$ cat src/hdl/wsfe_pkg.sv
// wsfe_pkg: shared types, constants and the base64 character function
// for the WebSocket frame encoder. No dependencies.
`default_nettype none

package wsfe_pkg;

  localparam int unsigned LEN_W  = 30;
  localparam int unsigned BLEN_W = 32;

  localparam logic [7:0] OP_TEXT = 8'h81;
  localparam logic [7:0] OP_BIN  = 8'h82;
  localparam logic [7:0] LEN_16  = 8'h7E;
  localparam logic [7:0] LEN_64  = 8'h7F;
  localparam logic [7:0] PAD     = 8'h3D;

  localparam logic [BLEN_W-1:0] SHORT_MAX = 32'd125;
  localparam logic [BLEN_W-1:0] MED_MAX   = 32'd65535;

  // ceil(2^33 / 3): exact floor division by three for operands below 2^32
  localparam logic [31:0] DIV3_MUL = 32'hAAAA_AAAB;

  localparam logic [3:0] HL_SHORT = 4'd2;
  localparam logic [3:0] HL_MED   = 4'd4;
  localparam logic [3:0] HL_LONG  = 4'd10;
  localparam logic [3:0] LONG_TOP = 4'd9;

  typedef struct packed {
    logic [7:0]       data_byte;
    logic             first_in_frame;
    logic [LEN_W-1:0] payload_length;
  } in_t;

  typedef struct packed {
    logic [7:0] out_byte;
    logic       last_out;
    logic       frame_end;
  } out_t;

  // one classified transaction: optional header plus one to four payload bytes
  typedef struct packed {
    logic             hdr;
    logic             tm;
    logic [LEN_W-1:0] plen;
    logic [3:0][7:0]  chars;
    logic [1:0]       last_idx;
    logic             done;
  } cmd_t;

  function automatic logic [7:0] b64_char(input logic [5:0] v);
    logic [7:0] e;
    logic [7:0] r;
    e = {2'b00, v};
    if (v < 6'd26) begin
      r = 8'h41 + e;
    end else if (v < 6'd52) begin
      r = 8'h47 + e;
    end else if (v < 6'd62) begin
      r = e - 8'd4;
    end else if (v == 6'd62) begin
      r = 8'h2B;
    end else begin
      r = 8'h2F;
    end
    return r;
  endfunction

endpackage

`default_nettype wire

$ cat src/hdl/wsfe_front.sv
// wsfe_front: accepts input transactions, tracks frame and base64 state,
// builds and pushes one command per transaction that carries a payload byte. Depends on wsfe_pkg.
`default_nettype none

module wsfe_front (
  input  wire logic          clk_i,
  input  wire logic          rst_ni,
  input  wire logic          cfg_we_i,
  input  wire logic          cfg_wdata_i,
  input  wire logic          in_valid_i,
  output logic               in_ready_o,
  input  wire wsfe_pkg::in_t in_data_i,
  output logic               push_o,
  output wsfe_pkg::cmd_t     cmd_o,
  input  wire logic          full_i
);

  logic                      tm_q;
  logic [wsfe_pkg::LEN_W-1:0] bl_q, bl_d;
  logic [1:0]                ph_q, ph_d;
  logic [3:0]                cy_q, cy_d;

  logic                      accept, first, active, done;
  logic [7:0]                b;
  logic [wsfe_pkg::LEN_W-1:0] plen, cur_bl, nbl;
  logic [1:0]                cur_ph, nph;
  logic [3:0]                cur_cy, ncy;
  logic [3:0][7:0]           chars;
  logic [1:0]                last_idx;

  assign in_ready_o = !full_i;
  assign accept     = in_valid_i && in_ready_o;
  assign b          = in_data_i.data_byte;
  assign first      = in_data_i.first_in_frame;
  assign plen       = in_data_i.payload_length;

  assign cur_bl = first ? plen : bl_q;
  assign cur_ph = first ? 2'd0 : ph_q;
  assign cur_cy = first ? 4'd0 : cy_q;
  assign active = (cur_bl != '0);
  assign nbl    = cur_bl - 1'b1;
  assign done   = (nbl == '0);

  always_comb begin
    chars    = '0;
    last_idx = 2'd0;
    nph      = cur_ph;
    ncy      = cur_cy;
    if (!tm_q) begin
      chars[0] = b;
    end else begin
      case (cur_ph)
        2'd0: begin
          chars[0] = wsfe_pkg::b64_char(b[7:2]);
          ncy      = {2'b00, b[1:0]};
          nph      = 2'd1;
          if (done) begin
            chars[1] = wsfe_pkg::b64_char({b[1:0], 4'b0000});
            chars[2] = wsfe_pkg::PAD;
            chars[3] = wsfe_pkg::PAD;
            last_idx = 2'd3;
          end
        end
        2'd1: begin
          chars[0] = wsfe_pkg::b64_char({cur_cy[1:0], b[7:4]});
          ncy      = b[3:0];
          nph      = 2'd2;
          if (done) begin
            chars[1] = wsfe_pkg::b64_char({b[3:0], 2'b00});
            chars[2] = wsfe_pkg::PAD;
            last_idx = 2'd2;
          end
        end
        default: begin
          chars[0] = wsfe_pkg::b64_char({cur_cy, b[7:6]});
          chars[1] = wsfe_pkg::b64_char(b[5:0]);
          ncy      = 4'd0;
          nph      = 2'd0;
          last_idx = 2'd1;
        end
      endcase
    end
    if (done) begin
      nph = 2'd0;
      ncy = 4'd0;
    end
  end

  always_comb begin
    bl_d = bl_q;
    ph_d = ph_q;
    cy_d = cy_q;
    if (accept && active) begin
      bl_d = nbl;
      ph_d = nph;
      cy_d = ncy;
    end else if (accept && first) begin
      bl_d = '0;
      ph_d = 2'd0;
      cy_d = 4'd0;
    end
  end

  always_ff @(posedge clk_i or negedge rst_ni) begin
    if (!rst_ni) begin
      tm_q <= 1'b0;
      bl_q <= '0;
      ph_q <= 2'd0;
      cy_q <= 4'd0;
    end else begin
      if (cfg_we_i) begin
        tm_q <= cfg_wdata_i;
      end
      bl_q <= bl_d;
      ph_q <= ph_d;
      cy_q <= cy_d;
    end
  end

  assign push_o          = accept && active;
  assign cmd_o.hdr       = first;
  assign cmd_o.tm        = tm_q;
  assign cmd_o.plen      = plen;
  assign cmd_o.chars     = chars;
  assign cmd_o.last_idx  = last_idx;
  assign cmd_o.done      = done;

endmodule

`default_nettype wire

$ cat src/hdl/wsfe_queue.sv
// wsfe_queue: short command queue between front and back.
// Depends on wsfe_pkg.
`default_nettype none

module wsfe_queue #(
  parameter int unsigned DEPTH = 2
) (
  input  wire logic           clk_i,
  input  wire logic           rst_ni,
  input  wire logic           push_i,
  input  wire wsfe_pkg::cmd_t cmd_i,
  output logic                full_o,
  input  wire logic           pop_i,
  output logic                empty_o,
  output wsfe_pkg::cmd_t      head_o
);

  localparam int unsigned PTR_W = (DEPTH > 1) ? $clog2(DEPTH) : 1;
  localparam int unsigned CNT_W = $clog2(DEPTH + 1);
  localparam logic [PTR_W-1:0] LAST_PTR = PTR_W'(DEPTH - 1);
  localparam logic [CNT_W-1:0] FULL_CNT = CNT_W'(DEPTH);

  wsfe_pkg::cmd_t   mem_q [DEPTH];
  logic [PTR_W-1:0] wr_q, rd_q;
  logic [CNT_W-1:0] cnt_q;
  logic             do_push, do_pop;

  assign full_o  = (cnt_q == FULL_CNT);
  assign empty_o = (cnt_q == '0);
  assign do_push = push_i && !full_o;
  assign do_pop  = pop_i && !empty_o;
  assign head_o  = mem_q[rd_q];

  always_ff @(posedge clk_i) begin
    if (do_push) begin
      mem_q[wr_q] <= cmd_i;
    end
  end

  always_ff @(posedge clk_i or negedge rst_ni) begin
    if (!rst_ni) begin
      wr_q  <= '0;
      rd_q  <= '0;
      cnt_q <= '0;
    end else begin
      if (do_push) begin
        wr_q <= (wr_q == LAST_PTR) ? '0 : wr_q + 1'b1;
      end
      if (do_pop) begin
        rd_q <= (rd_q == LAST_PTR) ? '0 : rd_q + 1'b1;
      end
      if (do_push && !do_pop) begin
        cnt_q <= cnt_q + 1'b1;
      end else if (do_pop && !do_push) begin
        cnt_q <= cnt_q - 1'b1;
      end
    end
  end

endmodule

`default_nettype wire

$ cat src/hdl/wsfe_back.sv
// wsfe_back: serialises header and payload bytes of each command into the
// output register, one byte per cycle while a command is queued and the output is not stalled. Depends on wsfe_pkg.
`default_nettype none

module wsfe_back (
  input  wire logic           clk_i,
  input  wire logic           rst_ni,
  input  wire logic           empty_i,
  input  wire wsfe_pkg::cmd_t head_i,
  output logic                pop_o,
  output logic                out_valid_o,
  input  wire logic           out_ready_i,
  output wsfe_pkg::out_t      out_data_o
);

  logic [3:0]                  pos_q, pos_d;
  logic [wsfe_pkg::BLEN_W-1:0] blen_q, blen_d;
  logic                        ov_q;
  wsfe_pkg::out_t              od_q;

  logic [wsfe_pkg::LEN_W:0]      sum3;
  logic [62:0]                   prod;
  logic [wsfe_pkg::BLEN_W-1:0]   blen_c;
  logic                          adv, is_short, is_med, is_hdr, last;
  logic [3:0]                    hl, pi_w, sel;
  logic [1:0]                    pi;
  logic [63:0]                   blen64;
  logic [7:0]                    hbyte, obyte;

  // 4 * ceil(len / 3) for text frames
  assign sum3   = {1'b0, head_i.plen} + 31'd2;
  assign prod   = sum3 * wsfe_pkg::DIV3_MUL;
  assign blen_c = head_i.tm ? {prod[62:33], 2'b00} : {2'b00, head_i.plen};
  assign blen_d = (pos_q == 4'd0) ? blen_c : blen_q;

  assign is_short = (blen_q <= wsfe_pkg::SHORT_MAX);
  assign is_med   = (blen_q <= wsfe_pkg::MED_MAX);
  assign hl = is_short ? wsfe_pkg::HL_SHORT : (is_med ? wsfe_pkg::HL_MED : wsfe_pkg::HL_LONG);

  assign is_hdr = head_i.hdr && ((pos_q == 4'd0) || (pos_q < hl));
  assign pi_w   = head_i.hdr ? pos_q - hl : pos_q;
  assign pi     = pi_w[1:0];
  assign last   = !is_hdr && (pi == head_i.last_idx);

  assign sel    = wsfe_pkg::LONG_TOP - pos_q;
  assign blen64 = {32'b0, blen_q};

  always_comb begin
    if (pos_q == 4'd0) begin
      hbyte = head_i.tm ? wsfe_pkg::OP_TEXT : wsfe_pkg::OP_BIN;
    end else if (pos_q == 4'd1) begin
      hbyte = is_short ? blen_q[7:0] : (is_med ? wsfe_pkg::LEN_16 : wsfe_pkg::LEN_64);
    end else if (is_med) begin
      hbyte = (pos_q == 4'd2) ? blen_q[15:8] : blen_q[7:0];
    end else begin
      hbyte = 8'(blen64 >> {sel, 3'b000});
    end
  end

  assign obyte = is_hdr ? hbyte : head_i.chars[pi];
  assign adv   = !empty_i && (!ov_q || out_ready_i);
  assign pop_o = adv && last;
  assign pos_d = adv ? (last ? 4'd0 : pos_q + 4'd1) : pos_q;

  always_ff @(posedge clk_i) begin
    blen_q <= blen_d;
    if (adv) begin
      od_q.out_byte  <= obyte;
      od_q.last_out  <= last;
      od_q.frame_end <= last && head_i.done;
    end
  end

  always_ff @(posedge clk_i or negedge rst_ni) begin
    if (!rst_ni) begin
      pos_q <= 4'd0;
      ov_q  <= 1'b0;
    end else begin
      pos_q <= pos_d;
      if (adv) begin
        ov_q <= 1'b1;
      end else if (out_ready_i) begin
        ov_q <= 1'b0;
      end
    end
  end

  assign out_valid_o = ov_q;
  assign out_data_o  = od_q;

endmodule

`default_nettype wire

$ cat src/hdl/websocket_frame_encoder_unit.sv
// Accepted transactions are queued; their bytes then enter the output register.
// Throughput: one output byte per cycle from the single output register while a command
// is queued and the output is not stalled; a transaction yields 1 to 14 bytes (header
// up to 10); one yielding none is not queued. Input stalls only when the queue is full.
// Reset (asynchronous, active low) clears frame state, queue and output; text_mode = 0.
`default_nettype none

module websocket_frame_encoder_unit #(
  parameter int unsigned QUEUE_DEPTH = 2
) (
  input  wire logic           clk_i,
  input  wire logic           rst_ni,
  input  wire logic           cfg_we_i,
  input  wire logic           cfg_wdata_i,
  input  wire logic           in_valid_i,
  output logic                in_ready_o,
  input  wire wsfe_pkg::in_t  in_data_i,
  output logic                out_valid_o,
  input  wire logic           out_ready_i,
  output wsfe_pkg::out_t      out_data_o
);

  logic           push, full, pop, empty;
  wsfe_pkg::cmd_t cmd, head;

  wsfe_front u_front (
    .clk_i       (clk_i),
    .rst_ni      (rst_ni),
    .cfg_we_i    (cfg_we_i),
    .cfg_wdata_i (cfg_wdata_i),
    .in_valid_i  (in_valid_i),
    .in_ready_o  (in_ready_o),
    .in_data_i   (in_data_i),
    .push_o      (push),
    .cmd_o       (cmd),
    .full_i      (full)
  );

  wsfe_queue #(
    .DEPTH (QUEUE_DEPTH)
  ) u_queue (
    .clk_i   (clk_i),
    .rst_ni  (rst_ni),
    .push_i  (push),
    .cmd_i   (cmd),
    .full_o  (full),
    .pop_i   (pop),
    .empty_o (empty),
    .head_o  (head)
  );

  wsfe_back u_back (
    .clk_i       (clk_i),
    .rst_ni      (rst_ni),
    .empty_i     (empty),
    .head_i      (head),
    .pop_o       (pop),
    .out_valid_o (out_valid_o),
    .out_ready_i (out_ready_i),
    .out_data_o  (out_data_o)
  );

endmodule

`default_nettype wire

$ cat config.mk
export PLATFORM = sky130hd
export DESIGN_NAME = websocket_frame_encoder_unit
export DESIGN_NICKNAME = d
export VERILOG_FILES = /design/src/hdl/wsfe_pkg.sv /design/src/hdl/wsfe_front.sv /design/src/hdl/wsfe_queue.sv /design/src/hdl/wsfe_back.sv /design/src/hdl/websocket_frame_encoder_unit.sv
export SDC_FILE = /design/constraint.sdc
export NUM_CORES = 1
export LEC_CHECK = 0
export ABC_AREA = 1
export BUFFER_PORTS_ARGS = -buffer_cell sky130_fd_sc_hd__buf_2
export CORE_MARGIN = 8
export CORE_UTILIZATION = 60
export CTS_CLUSTER_DIAMETER = 200
export DETAILED_ROUTE_END_ITERATION = 12
export PLACE_DENSITY_LB_ADDON = 0.1
export SYNTH_ARGS = -nofsm -noshare
export SYNTH_HDL_FRONTEND = slang
export SYNTH_HIERARCHICAL = 1
export SYNTH_SLANG_ARGS = --single-unit
$ cat constraint.sdc
create_clock -name clk_i -period 13.8 [get_ports clk_i]
set_input_delay 0.69 -clock clk_i [delete_from_list [all_inputs] [get_ports clk_i]]
set_output_delay 0.69 -clock clk_i [all_outputs]
set_load 0.005 [all_outputs]
**Word-level counts from Yosys, hierarchy flattened**

Memories as Yosys holds them, arrays and structs flattened.
Index checks and enable logic that the tools add are counted.

- $add $sub $neg: 27
- $mul: 1
- Order comparisons: 22
- Eq/ne operators: 9
- Shift-type cells: 1
- Muxes and demuxes: 71
- Reduce and logical (&&, ||, !) cells: 28

Operators by type and width:

| operator | count |
|---|---|
| 2-to-1 mux 8 bit | 26 |
| 2-to-1 mux 30 bit | 4 |
| adder 7 x 6 -> 8 bit, first input constant | 12 |
| less-than comparator 6 bit, second input constant | 12 |
| multiplier 31 x 32 -> 63 bit, second input constant | 1 |
| 2-to-1 mux 22 bit | 2 |
| subtractor 6 x 3 -> 7 bit, second input constant | 6 |
| less-than comparator 6 x 5 -> 1 bit, second input constant | 6 |
| less-or-equal comparator 32 x 16 -> 1 bit, second input constant | 1 |
| less-or-equal comparator 32 x 7 -> 1 bit, second input constant | 1 |
| 2-to-1 mux 4 bit | 8 |
| one-hot mux 16 bit (2 select lines) | 1 |
| right shift 32 x 7 -> 8 bit | 1 |
| adder 30 x 2 -> 31 bit, second input constant | 1 |
| logical NOT 30 bit | 1 |
| nonzero test 30 bit | 1 |
| subtractor 30 x 1 -> 30 bit, second input constant | 1 |
| == test 6 bit, second input constant | 4 |
| 2-to-1 mux 2 bit | 12 |
| binary-select mux 8 bit (select 2 bit) | 1 |
| one-hot mux 8 bit (2 select lines) | 1 |
| 2-to-1 mux 14 bit | 1 |
| logical AND 1 bit | 12 |
| 2-to-1 mux 3 bit | 4 |
| other kinds (22) | 39 |

- Bits in registers: 88
- Bits in writable memories: 130
- Input bits: 45
- Output and inout port bits: 12
- Word-level logic and storage cells: 175
- Memories: 1

Memories:

| memory | words | bits a word | rd ports | clocked after memory_dff | write ports | RTL line | text |
|---|---|---|---|---|---|---|---|
| u_queue.mem_q | 2 | 65 | 1 | 0 | 1 | wsfe_queue.sv:23 | `wsfe_pkg::cmd_t mem_q [DEPTH];` |

**Logic depth before layout (Yosys ltp)**

- Depth in word-level cells: 13
- Depth in mapped cells: 44
- Depth with buffers taken out: 41

**Hierarchy**

Netlist, hierarchy kept.

By module, submodules not included:

| module | instances | cells an instance | area an instance (um^2) | seq. area each (um^2) |
|---|---|---|---|---|
| wsfe_back | 1 | 2480 | 17862.1 | 1386.3 |
| wsfe_front | 1 | 987 | 5624.1 | 925.9 |
| wsfe_queue | 1 | 382 | 5112.4 | 4124.0 |

**Least setup slack after synthesis**

OpenSTA, ideal clock, no wires.

- Path type: reg2reg
- Start point: reg u_queue.rd_q
- End point: reg u_back/blen_q[20] (netlist name), data pin
- Library setup time: 0.254 ns
- Data arrival time: 7.678 ns
- Required time: 13.546 ns
- Path slack: 5.869 ns
- Stages on the path, launching flop included: 40
- Path buffers: 3
- Period minus slack after synthesis: 7.931 ns
- Cells stage by stage: dfrtp_1 > buf_4 > inv_2 > buf_6 > buf_6 > nand2_1 > nand2_1 > ha_1 > nand3_2 > nor2_2 > nand2_2 > nor2_4 > nand4_1 > nor3_2 > nand3_1 > xnor2_1 > ha_1 > inv_1 > [... 4 more ...] > inv_1 > fa_1 > inv_1 > fa_1 > fa_1 > fa_1 > ha_1 > nand2_1 > inv_1 > nand2_1 > nor2_1 > nand2_1 > nor4_1 > nand2_1 > nand2_1 > nand2_1 > nand3_1 > nand2_1

RTL lines:

| element | RTL line | text |
|---|---|---|
| start, declared | wsfe_queue.sv:24 | `logic [PTR_W-1:0] wr_q, rd_q;` |
| start signal, assigned | wsfe_queue.sv:50 | `rd_q <= (rd_q == LAST_PTR) ? '0 : rd_q + 1'b1;` |
| end signal, assigned | wsfe_back.sv:66 | `blen_q <= blen_d;` |
| end, declared | wsfe_back.sv:17 | `logic [wsfe_pkg::BLEN_W-1:0] blen_q, blen_d;` |

==> flow_metrics.py <==
metrics = {
    "sta": {
        "maxSlewViolCount": 0,
        "max-slew-margin-rel": 0.273,
        "timing.final.setup_violations": 0,
        "max_freq_ghz": 0.101,
        "rsz0062_at_grt": "no",
        "fin_worst_skew_ns": 0.0159,
        "setup_tns_ns": 0,
        "report.final.hold_viol_count": 0,
        "finalWorstPathRequiredPeriod_ns": 9.86,
        "final_min_period_over_clock_period": 0.714,
        "max_slew.worst_pin.slew_ns": 1.09,
    },
    "cells_and_area": {
        "drive_above_1_share": 0.0533,
        "multi_input_area_um2": 18500,
        "n_antenna_cell": 0,
        "synthToLayoutAreaGrowth_pct": 4.76,
        "sequential_cell_area_um2": 6440,
        "finalNetCount": 4440,
        "final.fill_count": 4453,
    },
    "synth": {
        "postSynth.topFlopCell": "sky130_fd_sc_hd__edfxtp_1",
        "yosys_register_bits": 222,
        "synth_async_sr_flop_share": 0.207,
        "synth.yosys.warnings": 6,
        "syn_inst": 3849,
        "synth_sequential_area_ratio": 0.225,
        "postSynthAreaPerCell_um2": 7.43,
        "yosysUniqueCellTypes": 63,
        "synthesis.area_um2": 28600,
        "synth_edf_count": 176,
    },
    "cts": {
        "clock_tree.root_cell": "sky130_fd_sc_hd__clkbuf_16",
        "postCtsSetupBuffers": 0,
        "cts_tree": "built",
        "cts_repair_resize_count": 0,
        "cts.sink_count": 222,
        "numCtsBuffers": 24,
        "clock_insertion_delay_worst_skew_ns": 0.53,
        "cts.hold.buffers_added": 0,
        "cts.htree.levels": 1,
        "cts_max_path_bufs": 3,
        "cts.reportedPaths.clkPinSlew_ns": 0.07,
    },
    "global_routing": {
        "global_route.usage.total": 0.309,
        "grt_first_pass_wirelength_um": 132000,
        "grt_antenna_before_repair": 0,
        "maximum_number_of_pins_on_one_net_before_global_route_repair": 69,
        "grt.overflow.total": 0,
        "first_global_vias": 24400,
    },
    "setup_path": {
        "worstSetupStartpoint": "u_queue/rd_q$_DFFE_PN0P_",
        "reg2reg_depth": 34,
        "critical-path-slowest-cell": "sky130_fd_sc_hd__xnor2_1",
        "cpPeakStageDelay_ns": 0.79,
        "worst-endpoint-required_ns": 14.07,
        "worst_ep_arrival_time_ns": 10.13,
        "kind_of_end_point_of_the_critical_path": "flop",
        "critPathMostFrequentCell": "sky130_fd_sc_hd__fa_1",
        "criticalPathCategory": "flop to flop",
        "critPathLaunchType": "flop",
        "worst-path-max-fanout": 68,
        "critical_path.reg2reg.startpoint": "u_queue/rd_q$_DFFE_PN0P_",
    },
    "die": {
        "top_level_ports": 57,
        "floorplan.die.width_um": 234,
        "initial_core_util": 0.603,
        "coreArea_um2": 47400,
        "std_cell_rows": 80,
        "chipHeight_um": 234,
        "die-area_um2": 54900,
    },
    "placement": {
        "post-dp-hpwl_um": 69200,
        "globalplace.congestion": 1.02,
        "place.port_buffers": 56,
    },
    "routing": {
        "drtPass1Iterations": 6,
        "drc_violation_count_after_routing": 0,
        "vias": 24300,
        "detail_route.iter0.violations": 1763,
        "totalWireLength_um": 82900,
        "ant_nets": 0,
        "routed_wire_length_per_instance_um": 18.5,
        "viasPerCell": 5.42,
    },
    "min_path": {
        "holdCritPathClass": "primary input to async pin",
    },
    "job": {
        "drv_cap": 0,
    },
    "status": {
        "outcome": "finished clean",
    },
}
[logic make-up after synthesis]
logic type | after synthesis | synth area share
and+or+nand+nor | 1804 | 0.265
AOI/OAI and AO/OA | 297 | 0.0593
adders and majority gates | 550 | 0.301
DFF | 222 | 0.225
buffers and inverters | 913 | 0.130
other | 1 | 0.000131
xor gates and xnor gates | 62 | 0.0196
[synth_stat cells (6+ instances only)]
| cell type | count | area (µm²) |
|---|---|---|
| sky130_fd_sc_hd__edfxtp_1 | 176 | 5290 |
| sky130_fd_sc_hd__nor3_1 | 27 | 135 |
| sky130_fd_sc_hd__nand2_1 | 1239 | 4650 |
| sky130_fd_sc_hd__a21oi_1 | 97 | 485 |
| sky130_fd_sc_hd__a31oi_1 | 9 | 56.3 |
| sky130_fd_sc_hd__clkinv_1 | 8 | 30.0 |
| sky130_fd_sc_hd__buf_1 | 6 | 22.5 |
| sky130_fd_sc_hd__nand2_2 | 18 | 113 |
| sky130_fd_sc_hd__o21ai_1 | 9 | 45.0 |
| sky130_fd_sc_hd__and2_1 | 11 | 68.8 |
| sky130_fd_sc_hd__nand4_1 | 28 | 175 |
| sky130_fd_sc_hd__nor2_1 | 226 | 848 |
| sky130_fd_sc_hd__xnor2_1 | 22 | 193 |
| sky130_fd_sc_hd__o22ai_1 | 25 | 156 |
| sky130_fd_sc_hd__nor2_4 | 10 | 113 |
| sky130_fd_sc_hd__xor2_1 | 39 | 342 |
| sky130_fd_sc_hd__nor2_2 | 17 | 106 |
| sky130_fd_sc_hd__buf_6 | 8 | 90.1 |
| sky130_fd_sc_hd__o21bai_1 | 10 | 75.1 |
| sky130_fd_sc_hd__nand3_2 | 6 | 60.1 |
| sky130_fd_sc_hd__ha_1 | 319 | 3990 |
| sky130_fd_sc_hd__buf_4 | 54 | 405 |
| sky130_fd_sc_hd__inv_2 | 15 | 56.3 |
| sky130_fd_sc_hd__inv_1 | 779 | 2920 |
| sky130_fd_sc_hd__buf_2 | 19 | 95.1 |
| sky130_fd_sc_hd__fa_1 | 231 | 4620 |
| sky130_fd_sc_hd__o211ai_1 | 14 | 105 |
| sky130_fd_sc_hd__nor4_1 | 11 | 68.8 |
| sky130_fd_sc_hd__dfrtp_1 | 46 | 1150 |
| sky130_fd_sc_hd__clkbuf_1 | 22 | 82.6 |
| sky130_fd_sc_hd__nand3b_1 | 10 | 75.1 |
| sky130_fd_sc_hd__nand3_1 | 177 | 886 |
| sky130_fd_sc_hd__o21ai_0 | 102 | 510 |
[worst max-delay path: cells and delay by family, from the launching register on]
kind,cells,cell delay (ns)
and+or+nand+nor,18,2.64
xor gates and xnor gates,1,0.79
buffers and inverters,5,1.04
adders and majority gates,10,4.70
DFF,1,0.36
[metrics by stage]
stage	instances	setup WS [ns]	utilization	hold slack, ns	cell area [µm²]
after floorplan	3854	5.87	-	0.394	28600
after global placement	4434	4.13	0.614	0.462	29100
after detailed placement	4434	4.14	0.614	0.481	29100
after CTS	4478	4.11	0.631	0.310	30000
after global routing	4478	3.45	0.631	0.347	30000
final	4478	3.94	0.631	0.294	30000
[flip-flops by register name, summed over array words and instances, names as in the netlist]
name,cells
u_front/ph_q,2
u_queue/wr_q,1
u_queue/mem_q,134
u_front/tm_q,1
u_back/pos_q,4
u_front/cy_q,4
u_queue/rd_q,1
u_back/out_data_o,10
u_back/out_valid_o,1
u_queue/cnt_q,2
u_front/bl_q,30
u_back/blen_q,32
[layout by cell type (no fill, tap or decap), types with 10 or more instances in the layout]
cell                        instances
sky130_fd_sc_hd__a21oi_1           97
sky130_fd_sc_hd__and2_1            11
sky130_fd_sc_hd__buf_2             56
sky130_fd_sc_hd__buf_4             18
sky130_fd_sc_hd__clkbuf_16         25
sky130_fd_sc_hd__clkinv_1          10
sky130_fd_sc_hd__dfrtp_1           45
sky130_fd_sc_hd__edfxtp_1         176
sky130_fd_sc_hd__fa_1             231
sky130_fd_sc_hd__ha_1             319
sky130_fd_sc_hd__inv_1            777
sky130_fd_sc_hd__inv_2             16
sky130_fd_sc_hd__nand2_1         1239
sky130_fd_sc_hd__nand2_2           18
sky130_fd_sc_hd__nand3_1          177
sky130_fd_sc_hd__nand3b_1          10
sky130_fd_sc_hd__nand4_1           28
sky130_fd_sc_hd__nor2_1           225
sky130_fd_sc_hd__nor2_2            17
sky130_fd_sc_hd__nor2_4            11
sky130_fd_sc_hd__nor3_1            27
sky130_fd_sc_hd__nor4_1            11
sky130_fd_sc_hd__o211ai_1          14
sky130_fd_sc_hd__o21ai_0          102
sky130_fd_sc_hd__o21bai_1          10
sky130_fd_sc_hd__o22ai_1           25
sky130_fd_sc_hd__xnor2_1           22
sky130_fd_sc_hd__xor2_1            39
[per-layer routing]
| metal | track usage | wire, µm | vias up |
|---|---|---|---|
| met5 | 0 | 0 | - |
| met4 | 0.170 | 5360 | 0 |
| met3 | 0.0328 | 4630 | 232 |
| met2 | 0.538 | 39800 | 839 |
| met1 | 0.373 | 33100 | 11300 |
| li1 | - | - | 11900 |
[area by class of cell]
cell class / instances / share of cell area
multi-input cells: 2719 / 0.616
flip-flops and latches: 222 / 0.215
inverters: 804 / 0.101
well taps: 615 / 0.0257
clock buffers: 32 / 0.0234
repair buffers: 74 / 0.0139
clock inverters: 12 / 0.00476
[worst paths after layout]
path                                                       end  slack [ns]
worst min-delay path            u_back/out_valid_o$_DFFE_PN0P_        0.29
worst max-delay path               u_back/blen_q[11]$_DFFE_PN_        3.94
min in group clk_i                    u_front/tm_q$_DFFE_PN0P_        0.37
worst max register to register     u_back/blen_q[11]$_DFFE_PN_        3.94
max in group asynchronous             u_queue/rd_q$_DFFE_PN0P_       13.00
worst min register to register        u_queue/wr_q$_DFFE_PN0P_        0.49
Power is not shown: default switching activity piles up to over one toggle a cycle in this logic, so the estimate is an artifact.
